### src/hw/rtl/playfair_cipher_encrypt_assert.svh
// Assertion macros for the Playfair encryptor.
`ifndef PLAYFAIR_CIPHER_ENCRYPT_ASSERT_SVH
`define PLAYFAIR_CIPHER_ENCRYPT_ASSERT_SVH

// ante at one edge requires cons at the next edge
`define PF_ASSERT_NEXT(lbl, ante, cons, msg) \
    lbl: assert property (@(posedge clk) disable iff (!rst_n) (ante) |=> (cons)) \
        else $error(msg);

// cond must never hold at a clock edge
`define PF_ASSERT_NEVER(lbl, cond, msg) \
    lbl: assert property (@(posedge clk) disable iff (!rst_n) !(cond)) \
        else $error(msg);

`endif

### src/hw/rtl/pf_pkg.sv
// Shared types, constants and helper functions for the Playfair encryptor.
package pf_pkg;

    localparam int SqDim = 5;
    localparam int SqCells = 25;
    localparam int Alpha = 26;

    typedef logic [4:0] letter_t;
    typedef logic [4:0] cell_t;
    typedef logic [2:0] coord_t;

    localparam letter_t IdxI = 5'd8;
    localparam letter_t IdxJ = 5'd9;
    localparam letter_t IdxX = 5'd23;

    localparam logic [7:0] AsciiUpA = 8'h41;
    localparam logic [7:0] AsciiUpZ = 8'h5A;
    localparam logic [7:0] AsciiLowA = 8'h61;
    localparam logic [7:0] AsciiLowZ = 8'h7A;
    localparam logic [7:0] CaseOffset = 8'h20;

    localparam logic [Alpha-1:0] LetterOne = {{(Alpha-1){1'b0}}, 1'b1};
    localparam logic [Alpha-1:0] JMask = LetterOne << IdxJ;

    typedef enum logic [1:0] {
        ACT_KEY    = 2'd0,
        ACT_FINISH = 2'd1,
        ACT_TEXT   = 2'd2,
        ACT_END    = 2'd3
    } action_e;

    typedef struct packed {
        logic    valid;
        letter_t letter;
    } clean_t;

    // digraph handed from the core to the output buffer
    typedef struct packed {
        logic    valid;
        letter_t first;
        letter_t second;
    } pf_pair_t;

    function automatic clean_t clean_letter(logic [7:0] b);
        logic [7:0] u;
        clean_t     r;
        u = (b >= AsciiLowA && b <= AsciiLowZ) ? b - CaseOffset : b;
        r.valid = (u >= AsciiUpA && u <= AsciiUpZ);
        r.letter = 5'(u - AsciiUpA);
        if (r.letter == IdxJ)
        begin
            r.letter = IdxI;
        end
        return r;
    endfunction

    function automatic coord_t cell_row(cell_t c);
        coord_t r;
        if (c >= 5'(4 * SqDim))
        begin
            r = 3'd4;
        end
        else if (c >= 5'(3 * SqDim))
        begin
            r = 3'd3;
        end
        else if (c >= 5'(2 * SqDim))
        begin
            r = 3'd2;
        end
        else if (c >= 5'(SqDim))
        begin
            r = 3'd1;
        end
        else
        begin
            r = 3'd0;
        end
        return r;
    endfunction

    function automatic cell_t cell_at(coord_t r, coord_t c);
        return 5'({r, 2'b00}) + 5'(r) + 5'(c);
    endfunction

    function automatic coord_t cell_col(cell_t c);
        return 3'(c - cell_at(cell_row(c), 3'd0));
    endfunction

    function automatic coord_t wrap_inc(coord_t v);
        return (v == 3'(SqDim - 1)) ? 3'd0 : v + 3'd1;
    endfunction

    function automatic logic [6:0] to_ascii(letter_t l);
        return 7'(AsciiUpA) + 7'(l);
    endfunction

endpackage

### src/hw/rtl/pf_if.sv
// Valid/ready channel interfaces for plaintext actions and cipher letters.
interface pf_in_if;
    logic       valid;
    logic       ready;
    logic [1:0] action;
    logic [7:0] char_in;

    modport source (output valid, output action, output char_in, input ready);
    modport sink (input valid, input action, input char_in, output ready);
endinterface

interface pf_out_if;
    logic       valid;
    logic       ready;
    logic [6:0] cipher_letter;
    logic       last_of_run;

    modport source (output valid, output cipher_letter, output last_of_run, input ready);
    modport sink (input valid, input cipher_letter, input last_of_run, output ready);
endinterface

### src/hw/rtl/pf_ram2r.sv
// Generic RAM, one write port and two registered read ports.
module pf_ram2r #(
    parameter int Width = 5,
    parameter int Depth = 25
) (
    input  logic                     clk,
    input  logic                     we,
    input  logic [$clog2(Depth)-1:0] waddr,
    input  logic [Width-1:0]         wdata,
    input  logic                     re,
    input  logic [$clog2(Depth)-1:0] raddr_a,
    input  logic [$clog2(Depth)-1:0] raddr_b,
    output logic [Width-1:0]         rdata_a,
    output logic [Width-1:0]         rdata_b
);

    logic [Width-1:0] mem [Depth];

    always_ff @(posedge clk)
    begin
        if (we)
        begin
            mem[waddr] <= wdata;
        end
    end

    always_ff @(posedge clk)
    begin
        if (re)
        begin
            rdata_a <= mem[raddr_a];
            rdata_b <= mem[raddr_b];
        end
    end

endmodule

### src/hw/rtl/pf_rule.sv
// Digraph geometry: maps two square cells to their cipher cells.
module pf_rule (
    input  pf_pkg::cell_t pa,
    input  pf_pkg::cell_t pb,
    output pf_pkg::cell_t oa,
    output pf_pkg::cell_t ob
);
    import pf_pkg::*;

    coord_t ra, ca, rb, cb;

    always_comb
    begin
        ra = cell_row(pa);
        ca = cell_col(pa);
        rb = cell_row(pb);
        cb = cell_col(pb);
        priority if (ra == rb)
        begin
            oa = cell_at(ra, wrap_inc(ca));
            ob = cell_at(rb, wrap_inc(cb));
        end
        else if (ca == cb)
        begin
            oa = cell_at(wrap_inc(ra), ca);
            ob = cell_at(wrap_inc(rb), cb);
        end
        else
        begin
            oa = cell_at(ra, cb);
            ob = cell_at(rb, ca);
        end
    end

endmodule

### src/hw/rtl/pf_core.sv
// Control, key-square build and digraph lookup over the two square memories.
module pf_core (
    input  logic             clk,
    input  logic             rst_n,
    pf_in_if.sink            plain,
    output pf_pkg::pf_pair_t pair,
    input  logic             pair_ready
);
    import pf_pkg::*;

    typedef enum logic [1:0] {
        ST_IDLE,
        ST_FILL,
        ST_POS,
        ST_SQ
    } state_t;

    state_t           state_reg;
    logic [Alpha-1:0] used_reg;
    cell_t            fill_reg;
    logic             done_reg;
    logic             pend_valid_reg;
    letter_t          pend_reg;
    letter_t          walk_reg;

    action_e          act;
    clean_t           clean;
    logic             take;
    logic             key_take;
    logic             fresh;
    logic             end_take;
    logic             pair_go;
    logic [Alpha-1:0] used_base;
    cell_t            fill_base;
    letter_t          place_idx;
    logic             place_en;
    letter_t          pos_a, pos_b;
    cell_t            pos_da, pos_db;
    cell_t            sq_a, sq_b;
    letter_t          sq_da, sq_db;

    assign act = action_e'(plain.action);
    assign clean = clean_letter(plain.char_in);
    assign plain.ready = (state_reg == ST_IDLE);
    assign take = plain.valid && plain.ready;

    // key placement, shared by key letters and the finish walk
    assign key_take = take && (act == ACT_KEY) && clean.valid;
    assign fresh = key_take && done_reg;
    assign used_base = fresh ? JMask : used_reg;
    assign fill_base = fresh ? '0 : fill_reg;
    assign place_idx = (state_reg == ST_FILL) ? walk_reg : clean.letter;
    assign place_en = (key_take || (state_reg == ST_FILL)) && !used_base[place_idx]
                      && (fill_base < 5'(SqCells));

    assign end_take = take && (act == ACT_END) && done_reg && pend_valid_reg;
    assign pair_go = (take && (act == ACT_TEXT) && clean.valid && done_reg && pend_valid_reg)
                     || end_take;
    assign pos_a = pend_reg;
    assign pos_b = (end_take || (clean.letter == pend_reg)) ? IdxX : clean.letter;

    pf_ram2r #(
        .Width (5),
        .Depth (Alpha)
    ) u_pos_mem (
        .clk     (clk),
        .we      (place_en),
        .waddr   (place_idx),
        .wdata   (fill_base),
        .re      (pair_go),
        .raddr_a (pos_a),
        .raddr_b (pos_b),
        .rdata_a (pos_da),
        .rdata_b (pos_db)
    );

    pf_rule u_rule (
        .pa (pos_da),
        .pb (pos_db),
        .oa (sq_a),
        .ob (sq_b)
    );

    pf_ram2r #(
        .Width (5),
        .Depth (SqCells)
    ) u_sq_mem (
        .clk     (clk),
        .we      (place_en),
        .waddr   (fill_base),
        .wdata   (place_idx),
        .re      (state_reg == ST_POS),
        .raddr_a (sq_a),
        .raddr_b (sq_b),
        .rdata_a (sq_da),
        .rdata_b (sq_db)
    );

    assign pair.valid = (state_reg == ST_SQ);
    assign pair.first = sq_da;
    assign pair.second = sq_db;

    always_ff @(posedge clk or negedge rst_n)
    begin
        if (!rst_n)
        begin
            state_reg      <= ST_IDLE;
            used_reg       <= JMask;
            fill_reg       <= '0;
            done_reg       <= 1'b0;
            pend_valid_reg <= 1'b0;
            pend_reg       <= '0;
            walk_reg       <= '0;
        end
        else
        begin
            if (place_en)
            begin
                used_reg <= used_base | (LetterOne << place_idx);
                fill_reg <= fill_base + 5'd1;
            end
            else if (fresh)
            begin
                used_reg <= JMask;
                fill_reg <= '0;
            end

            unique case (state_reg)
                ST_IDLE:
                begin
                    if (take)
                    begin
                        unique case (act)
                            ACT_KEY:
                            begin
                                if (fresh)
                                begin
                                    done_reg       <= 1'b0;
                                    pend_valid_reg <= 1'b0;
                                    pend_reg       <= '0;
                                end
                            end
                            ACT_FINISH:
                            begin
                                if (!done_reg)
                                begin
                                    walk_reg  <= '0;
                                    state_reg <= ST_FILL;
                                end
                            end
                            ACT_TEXT:
                            begin
                                if (clean.valid && done_reg)
                                begin
                                    if (!pend_valid_reg)
                                    begin
                                        pend_reg       <= clean.letter;
                                        pend_valid_reg <= 1'b1;
                                    end
                                    else
                                    begin
                                        state_reg <= ST_POS;
                                        // doubled letter keeps the second one waiting
                                        if (clean.letter != pend_reg)
                                        begin
                                            pend_valid_reg <= 1'b0;
                                            pend_reg       <= '0;
                                        end
                                    end
                                end
                            end
                            ACT_END:
                            begin
                                if (end_take)
                                begin
                                    state_reg      <= ST_POS;
                                    pend_valid_reg <= 1'b0;
                                    pend_reg       <= '0;
                                end
                            end
                            default:
                            begin
                            end
                        endcase
                    end
                end
                ST_FILL:
                begin
                    walk_reg <= walk_reg + 5'd1;
                    if (walk_reg == 5'(Alpha - 1))
                    begin
                        done_reg  <= 1'b1;
                        state_reg <= ST_IDLE;
                    end
                end
                ST_POS:
                begin
                    state_reg <= ST_SQ;
                end
                ST_SQ:
                begin
                    if (pair_ready)
                    begin
                        state_reg <= ST_IDLE;
                    end
                end
                default:
                begin
                    state_reg <= ST_IDLE;
                end
            endcase
        end
    end

endmodule

### src/hw/rtl/playfair_cipher_encrypt.sv
// Playfair encryptor top level: core, two-letter output buffer and checks.
// Key and lone plaintext letters are taken while idle; a finish walks every alphabet
// letter through the square memories in turn before input opens again.
// A completed digraph goes through a position read, a square read and a buffer load;
// its first cipher letter is offered once the buffer load has been registered.
// Input stalls while a digraph waits for the two-entry output buffer to drain.
// Reset clears control state; the square memories hold stale data until rebuilt.
`include "playfair_cipher_encrypt_assert.svh"

module playfair_cipher_encrypt (
    input  logic      clk,
    input  logic      rst_n,
    pf_in_if.sink     plain,
    pf_out_if.source  cipher
);
    import pf_pkg::*;

    pf_pair_t   pair;
    logic       pair_ready;
    logic [1:0] cnt_reg;
    letter_t    first_reg;
    letter_t    second_reg;

    pf_core u_core (
        .clk        (clk),
        .rst_n      (rst_n),
        .plain      (plain),
        .pair       (pair),
        .pair_ready (pair_ready)
    );

    assign pair_ready = (cnt_reg == 2'd0);
    assign cipher.valid = (cnt_reg != 2'd0);
    assign cipher.cipher_letter = to_ascii((cnt_reg == 2'd2) ? first_reg : second_reg);
    assign cipher.last_of_run = (cnt_reg == 2'd1);

    always_ff @(posedge clk or negedge rst_n)
    begin
        if (!rst_n)
        begin
            cnt_reg <= 2'd0;
        end
        else if (pair.valid && pair_ready)
        begin
            cnt_reg <= 2'd2;
        end
        else if (cipher.valid && cipher.ready)
        begin
            cnt_reg <= cnt_reg - 2'd1;
        end
    end

    always_ff @(posedge clk)
    begin
        if (pair.valid && pair_ready)
        begin
            first_reg  <= pair.first;
            second_reg <= pair.second;
        end
    end

    `PF_ASSERT_NEVER(a_busy_on_pair, pair.valid && plain.ready, "input open during pair handoff")
    `PF_ASSERT_NEXT(a_load_first, pair.valid && pair_ready, cipher.valid && !cipher.last_of_run, "first letter missing after load")
    `PF_ASSERT_NEXT(a_first_then_last, cipher.valid && cipher.ready && !cipher.last_of_run, cipher.valid && cipher.last_of_run, "second letter missing")
    `PF_ASSERT_NEXT(a_last_drains, cipher.valid && cipher.ready && cipher.last_of_run, !cipher.valid, "buffer not empty after digraph")

endmodule

### src/flat_wrapper.sv
// flat-port wrapper written by rule: the top's interface ports become plain ports
module playfair_cipher_encrypt_flat import pf_pkg::*;
  (clk, rst_n, plain_valid, plain_action, plain_char_in, plain_ready, cipher_valid, cipher_cipher_letter, cipher_last_of_run, cipher_ready);
  pf_in_if plain_i ();
  pf_out_if cipher_i ();
  input  logic clk;
  input  logic rst_n;
  input wire logic [$bits(plain_i.valid)-1:0] plain_valid;
  input wire logic [$bits(plain_i.action)-1:0] plain_action;
  input wire logic [$bits(plain_i.char_in)-1:0] plain_char_in;
  output wire logic [$bits(plain_i.ready)-1:0] plain_ready;
  output wire logic [$bits(cipher_i.valid)-1:0] cipher_valid;
  output wire logic [$bits(cipher_i.cipher_letter)-1:0] cipher_cipher_letter;
  output wire logic [$bits(cipher_i.last_of_run)-1:0] cipher_last_of_run;
  input wire logic [$bits(cipher_i.ready)-1:0] cipher_ready;
  assign plain_i.valid = plain_valid;
  assign plain_i.action = plain_action;
  assign plain_i.char_in = plain_char_in;
  assign plain_ready = plain_i.ready;
  assign cipher_valid = cipher_i.valid;
  assign cipher_cipher_letter = cipher_i.cipher_letter;
  assign cipher_last_of_run = cipher_i.last_of_run;
  assign cipher_i.ready = cipher_ready;
  playfair_cipher_encrypt u_core (.clk(clk), .rst_n(rst_n), .plain(plain_i), .cipher(cipher_i));
endmodule
### config.mk
export PLATFORM = sky130hd
export DESIGN_NAME = playfair_cipher_encrypt_flat
export DESIGN_NICKNAME = d
export VERILOG_FILES = /design/src/hw/rtl/pf_pkg.sv /design/src/hw/rtl/pf_if.sv /design/src/hw/rtl/pf_ram2r.sv /design/src/hw/rtl/pf_rule.sv /design/src/hw/rtl/pf_core.sv /design/src/hw/rtl/playfair_cipher_encrypt.sv /design/src/flat_wrapper.sv
export VERILOG_INCLUDE_DIRS = /design/src /design/src/hw/rtl
export SDC_FILE = /design/constraint.sdc
export NUM_CORES = 1
export LEC_CHECK = 0
export ABC_CLOCK_PERIOD_IN_PS = 6900
export BUFFER_PORTS_ARGS = -buffer_cell sky130_fd_sc_hd__buf_2
export CAP_MARGIN = 25
export CORE_ASPECT_RATIO = 0.8
export CORE_MARGIN = 1
export CORE_UTILIZATION = 55
export DETAILED_ROUTE_END_ITERATION = 8
export PLACE_DENSITY = 0.69
export SLEW_MARGIN = 20
export SYNTH_ARGS = -nofsm -noshare
export SYNTH_HDL_FRONTEND = slang
export SYNTH_SLANG_ARGS = --single-unit
### constraint.sdc
create_clock -name clk -period 6.9 [get_ports clk]
set_clock_uncertainty 0.2 [all_clocks]
set_input_delay 1.035 -clock clk [delete_from_list [all_inputs] [get_ports clk]]
set_output_delay 1.035 -clock clk [all_outputs]
set_load 0.05 [all_outputs]
==> results of run 1 <==
per-stage QoR:
stage	instances	instance area (um2)	setup slack [ns]	utilization
2_1_floorplan	1514	18100	1.25	-
3_3_place_gp	1942	18900	0.653	0.583
3_5_place_dp	1942	18900	0.484	0.583
4_1_cts	2004	20100	0.430	0.618
5_1_grt	2008	20100	0.0236	0.619
6_report	2008	20100	0.533	0.619
layout make-up:
type	count	area [um2]
fillers	2535	12400
repair buffers	86	616
flip-flops and latches	332	9740
clock inverters	16	181
well taps	427	534
inverters	54	203
multi-input cells	1047	7900
clock buffers	46	947
power breakdown:
part / switching [mW] / internal [mW] / total, mW
Sequential: 0.242 / 2.81 / 3.06
Clock: 0.762 / 1.12 / 1.88
Combinational: 2.51 / 1.29 / 3.80
critical path, cell delays in order, from the launching register on:
cell and delay (ns):
edfxtp_1 0.50, o21ai_0 0.56, and2_1 0.30, ha_1 0.17, inv_1 0.05, fa_1 0.43
or3b_2 0.49, o311ai_1 0.11, a311oi_2 0.16, fa_1 0.64, inv_1 0.07, fa_1 0.53
a21boi_0 0.45, o31a_2 0.50, nor4_1 0.18, a22oi_1 0.24, o21ai_0 0.13, nor4_1 0.42
cells in the mapped netlist, types with 20 or more instances:
master,count
edfxtp_1,285
nand2_1,152
mux2i_1,117
nor2_1,117
a21oi_1,89
inv_1,53
clkbuf_1,46
dfrtp_1,46
ha_1,45
mux4_2,45
o21ai_0,41
a21o_1,32
nand3_1,32
o22ai_1,30
a22oi_1,26
nor3_1,26
xnor2_1,22
nor2b_1,20
routing by layer:
metal | global-route usage | vias up
li1 | - | 5879
met1 | 0.466 | 6572
met2 | 0.423 | 846
met3 | 0.115 | 89
met4 | 0.0700 | 0
met5 | 0 | -
timing repair:
item                                   in CTS  in global routing
endpoints found under the hold margin       0                  0
setup endpoints to repair                   0                  5
gates resized for setup                     0                  2
cells by family after synthesis:
logic type	synth area share
and+or+nand+nor	0.110
adders and majority gates	0.0421
AOI/OAI and AO/OA	0.134
other	0.000207
buffers and inverters	0.0309
xor gates and xnor gates	0.0154
muxes	0.132
DFF	0.536
worst max-delay path by stage:
stage / end / slack, ns / depth (start not counted)
6_report: u_core.u_core.u_sq_mem.rdata_a[3] / 0.53 / 17
5_1_grt: u_core.u_core.u_sq_mem.rdata_a[3] / 0.02 / 19
4_1_cts: u_core.u_core.u_sq_mem.rdata_a[3] / 0.43 / 17
3_5_place_dp: u_core.u_core.u_sq_mem.rdata_a[3] / 0.48 / 17
3_3_place_gp: u_core.u_core.u_sq_mem.rdata_a[4] / 0.65 / 21
2_1_floorplan: u_core.u_core.u_sq_mem.mem[3][0] / 1.25 / 15
==> reports/qor.yml, run 1 <==
synthesis:
  synth_seq_cells: 332
  synth_area_per_cell_um2: 12.0
  netlist_area_um2: 18100
  synthTopCellsByArea: "edfxtp_1, mux2i_1, dfrtp_1"
  synth-edff-count: 285
  ys_types: 87
  ys_seq_area_frac: 0.536
  syn_nets: 1583
  synthArstFlopShare: 0.142
  synth_top_area_frac: 0.472
  syn-instance-count: 1514
  yosys_warnings: 0
  yosysTopAreaCell: "edfxtp_1"
  synthFlopType: "edfxtp_1"
power_and_ir_drop:
  ir_drop_mv: 0.182
  leakage_nw: 7.53
  power_density_nw_per_um2: 434
  p_total_mw: 8.73
min_path:
  hold_depth: 1
  holdPathEnd: "u_core.u_core.used_reg[14]"
  min-delay-start: "u_core.u_core.used_reg[14]"
  hold_path.class: "reg -> reg"
finish:
  final_common_cell: "edfxtp_1"
  antenna_cells: 0
  drive_gt1_frac: 0.151
  final_cell_mix: "edfxtp_1, nand2_1, nor2_1, mux2i_1, a21oi_1"
  nNetsFinal: 1625
  area_growth_pct: 10.9
  largest_reg_flops: 130
drt:
  drtIter0Drc: 1996
  post-route-drc-count: 0
  vias: 13400
  wl_met3_mm: 7.38
  wl_met1_mm: 22.2
  vias_per_cell: 6.67
  wl_per_cell_um: 25.7
  wl_met2_mm: 21.0
  detail-route-antenna-nets: 0
  top_layer: "met4"
  drt-total-wl_mm: 51.6
  drt-pass1-iter-count: 6
floorplan:
  die_area_um2: 33700
  num_io_pins: 24
  row_count: 59
  die_w_um: 205
  initial_utilization: 0.559
  core_um2: 32500
  dieHeight_um: 164
sta:
  relSlewSlack: 0.298
  setup_tns_ns: 0
  final-hold-violation-count: 0
  fin_crit_sh: 0.923
  final_max_slew_viol_count: 0
  tightest_slew_ns: 1.05
  fin_crit_ns: 6.37
  holdWs_ns: 0.271
  rsz0062_at_grt: "no"
  max_freq_mhz: 157
  setup_violations: 0
clocking:
  clkSinkCount: 332
  clk_pin_slew_ns: 0.06
  clkLatencyLatePin_ns: 0.52
  cts_tree: "done"
  numCtsBuffers: 35
  hold_buffers: 0
  clockRootBuffer: "clkbuf_16"
  cts_setup_buffers: 0
  cts_buffer_depth: 3
  cts_htree_levels: 2
setup_path:
  critPathRequiredTime_ns: 6.96
  r2r_cells: 17
  crit_type: "reg -> reg"
  crit_path_end_kind: "flip-flop"
  crit_path_start: "u_core.u_core.u_pos_mem.rdata_a[2]"
  crit_fanout: 18
  timing.rr.end: "u_core.u_core.u_sq_mem.rdata_a[3]"
  rr_startpoint: "u_core.u_core.u_pos_mem.rdata_a[2]"
  r2r_slack_ns: 0.53
  start_kind: "flip-flop"
  critical_path_arrival_ns: 6.43
global_routing:
  overflow: 0
  grt_pass1_wl_mm: 77.6
  antenna_found_initial: 0
  grt_usage: 0.310
  grt_pass1_vias: 12700
  grt_max_degree: 48
placed_design:
  portBuffers: 22
  dp_hpwl_mm: 37.0
  gp_congestion: 0.997
flow_run:
  cap_violations: 0
run_status:
  status: "finished, final reports clean"
Note: power is estimated with default switching activity, not from simulation.
==> run 2: changes to the inputs <==
--- a/config.mk
+++ b/config.mk
@@ -9,11 +9,13 @@
 export ABC_CLOCK_PERIOD_IN_PS = 6900
 export BUFFER_PORTS_ARGS = -buffer_cell sky130_fd_sc_hd__buf_2
 export CAP_MARGIN = 25
+export CELL_PAD_IN_SITES_DETAIL_PLACEMENT = 1
+export CELL_PAD_IN_SITES_GLOBAL_PLACEMENT = 1
 export CORE_ASPECT_RATIO = 0.8
 export CORE_MARGIN = 1
-export CORE_UTILIZATION = 55
+export CORE_UTILIZATION = 53
 export DETAILED_ROUTE_END_ITERATION = 8
-export PLACE_DENSITY = 0.69
+export PLACE_DENSITY = 0.79
 export SLEW_MARGIN = 20
 export SYNTH_ARGS = -nofsm -noshare
 export SYNTH_HDL_FRONTEND = slang
==> reports/qor.yml, run 2 (synthesis gave the netlist of run 1 again) <==
run_status:
  status: "finished, final reports clean"
global_routing:
  antenna_found_initial: 2
  grt_max_degree: 48
  grt_usage: 0.342
  grt_pass1_wl_mm: 89.1
  overflow: 0
  grt_pass1_vias: 14000
power_and_ir_drop:
  power_density_nw_per_um2: 453
  ir_drop_mv: 0.270
  leakage_nw: 7.56
drt:
  vias: 13900
  drt-pass1-iter-count: 5
  post-route-drc-count: 0
  drtIter0Drc: 1801
  detail-route-antenna-nets: 0
  vias_per_cell: 6.88
  wl_per_cell_um: 29.5
  drt-total-wl_mm: 59.5
finish:
  drive_gt1_frac: 0.158
  largest_reg_flops: 130
  final_common_cell: "edfxtp_1"
  nNetsFinal: 1629
  stdcell_count: 2020
  final_cell_mix: "edfxtp_1, nand2_1, nor2_1, mux2i_1, a21oi_1"
  area_growth_pct: 11.6
  utilization: 0.602
setup_path:
  slowest_stage: "fa_1"
  critPathRequiredTime_ns: 6.94
  r2r_cells: 22
  rr_startpoint: "u_core.u_core.u_pos_mem.rdata_a[1]"
  crit_fanout: 8
  start_kind: "flip-flop"
  timing.rr.end: "u_core.u_core.u_sq_mem.rdata_a[0]"
  cpLargestDelayFamily: "simple AND/OR/NAND/NOR gates"
  worstPathCellList: "nand2b_1 -> a31oi_1 -> and2_1 -> inv_1 -> and2_1 -> ha_1 -> inv_1 -> fa_1 -> or3b_2 -> o311ai_1 -> a311oi_4 -> fa_1 -> inv_1 -> fa_1 -> xnor2_1 -> o21ai_0 -> a31oi_1 -> buf_4 -> nor2b_1 -> o21ai_0 -> a221oi_1 -> nor4_1"
  critical_path_arrival_ns: 6.74
  crit_buf_inv: 4
  slowest_delay_ns: 0.62
  r2r_slack_ns: 0.20
  crit_type: "reg -> reg"
  crit_path_end_kind: "flip-flop"
placed_design:
  gp_congestion: 0.936
  dp_hpwl_mm: 43.0
  dpl.cell_count: 1955
  portBuffers: 22
sta:
  relSlewSlack: 0.285
  final_max_slew_viol_count: 0
  max_freq_mhz: 149
  fin_crit_ns: 6.70
  fin_crit_sh: 0.971
  tightest_slew_ns: 1.07
  holdWs_ns: 0.234
  final-hold-violation-count: 0
  setup_violations: 0
floorplan:
  num_io_pins: 24
  die_w_um: 209
  dieHeight_um: 168
  core_um2: 33600
  initial_utilization: 0.540
  row_count: 60
  die_area_um2: 35000
clocking:
  clk_pin_slew_ns: 0.06
  cts_setup_buffers: 0
  cts_htree_levels: 2
  clkSinkCount: 332
  cts_tree: "done"
  cts_buffer_depth: 3
  clockRootBuffer: "clkbuf_16"
  hold_buffers: 0
  clkLatencyLatePin_ns: 0.54
  numCtsBuffers: 35
min_path:
  hold_depth: 0
  holdPathEnd: "u_core.second_reg[4]"
  hold_path.class: "reg -> reg"
  min-delay-start: "u_core.u_core.u_sq_mem.rdata_b[4]"
flow_run:
  cap_violations: 0
[run 2: cell types whose count changed in the layout (fill, tap and decap cells not counted), sizes merged, moves of 2 or more]
| cell | change |
|---|---|
| clkbuf | -2 |
| buf | +5 |
| clkinvlp | +2 |
| clkinv | +2 |
[run 2: what timing repair did]
action                                  4_1_cts  5_1_grt
endpoints found under the setup margin        0        5
hold endpoints to repair                      0        0
resized for setup                             0        6
[run 2: power by group]
part           switching (mW)  internal (mW)
combinational            2.81           1.37
clock                   0.809           1.10
sequential              0.262           2.81
[run 2: per-stage QoR]
stage	setup slack (ns)	instance area [um2]	power, mW	TNS, ns
final	0.199	20300	9.17	0
after global routing	-0.0102	20300	9.48	-0.0102
after CTS	0.149	20200	9.00	0
after detailed placement	0.181	19000	7.06	0
after global placement	0.428	19000	6.93	0
after floorplan	1.25	18100	5.53	0
[run 2: final cells by class]
cell class / instances / area (um2)
repair buffers: 90 / 698
well taps: 434 / 543
diodes: 1 / 2.50
multi-input cells: 1047 / 7930
clock inverters: 18 / 196
fillers: 3361 / 13400
flip-flops and latches: 332 / 9740
inverters: 54 / 203
clock buffers: 44 / 951
[run 2: worst max path at each step]
stage               slack (ns)                                end                                from  cells past startpoint
floorplan                 1.25   u_core.u_core.u_sq_mem.mem[3][0]                    plain_char_in[0]                     15
global placement          0.43  u_core.u_core.u_sq_mem.rdata_a[4]  u_core.u_core.u_pos_mem.rdata_a[1]                     22
detailed placement        0.18  u_core.u_core.u_sq_mem.rdata_a[3]  u_core.u_core.u_pos_mem.rdata_a[1]                     22
CTS                       0.15  u_core.u_core.u_sq_mem.rdata_a[3]  u_core.u_core.u_pos_mem.rdata_a[1]                     22
global route             -0.01  u_core.u_core.u_sq_mem.rdata_a[3]  u_core.u_core.u_pos_mem.rdata_a[1]                     21
finish                    0.20  u_core.u_core.u_sq_mem.rdata_a[0]  u_core.u_core.u_pos_mem.rdata_a[1]                     22
[run 2: layer usage]
metal	global-route usage	share of wire	up-vias
met3	0.0881	0.12	98
met4	0.0726	0.018	2
met1	0.520	0.43	7069
li1	-	-	5890
met2	0.493	0.42	836
met5	0	0.00022	-
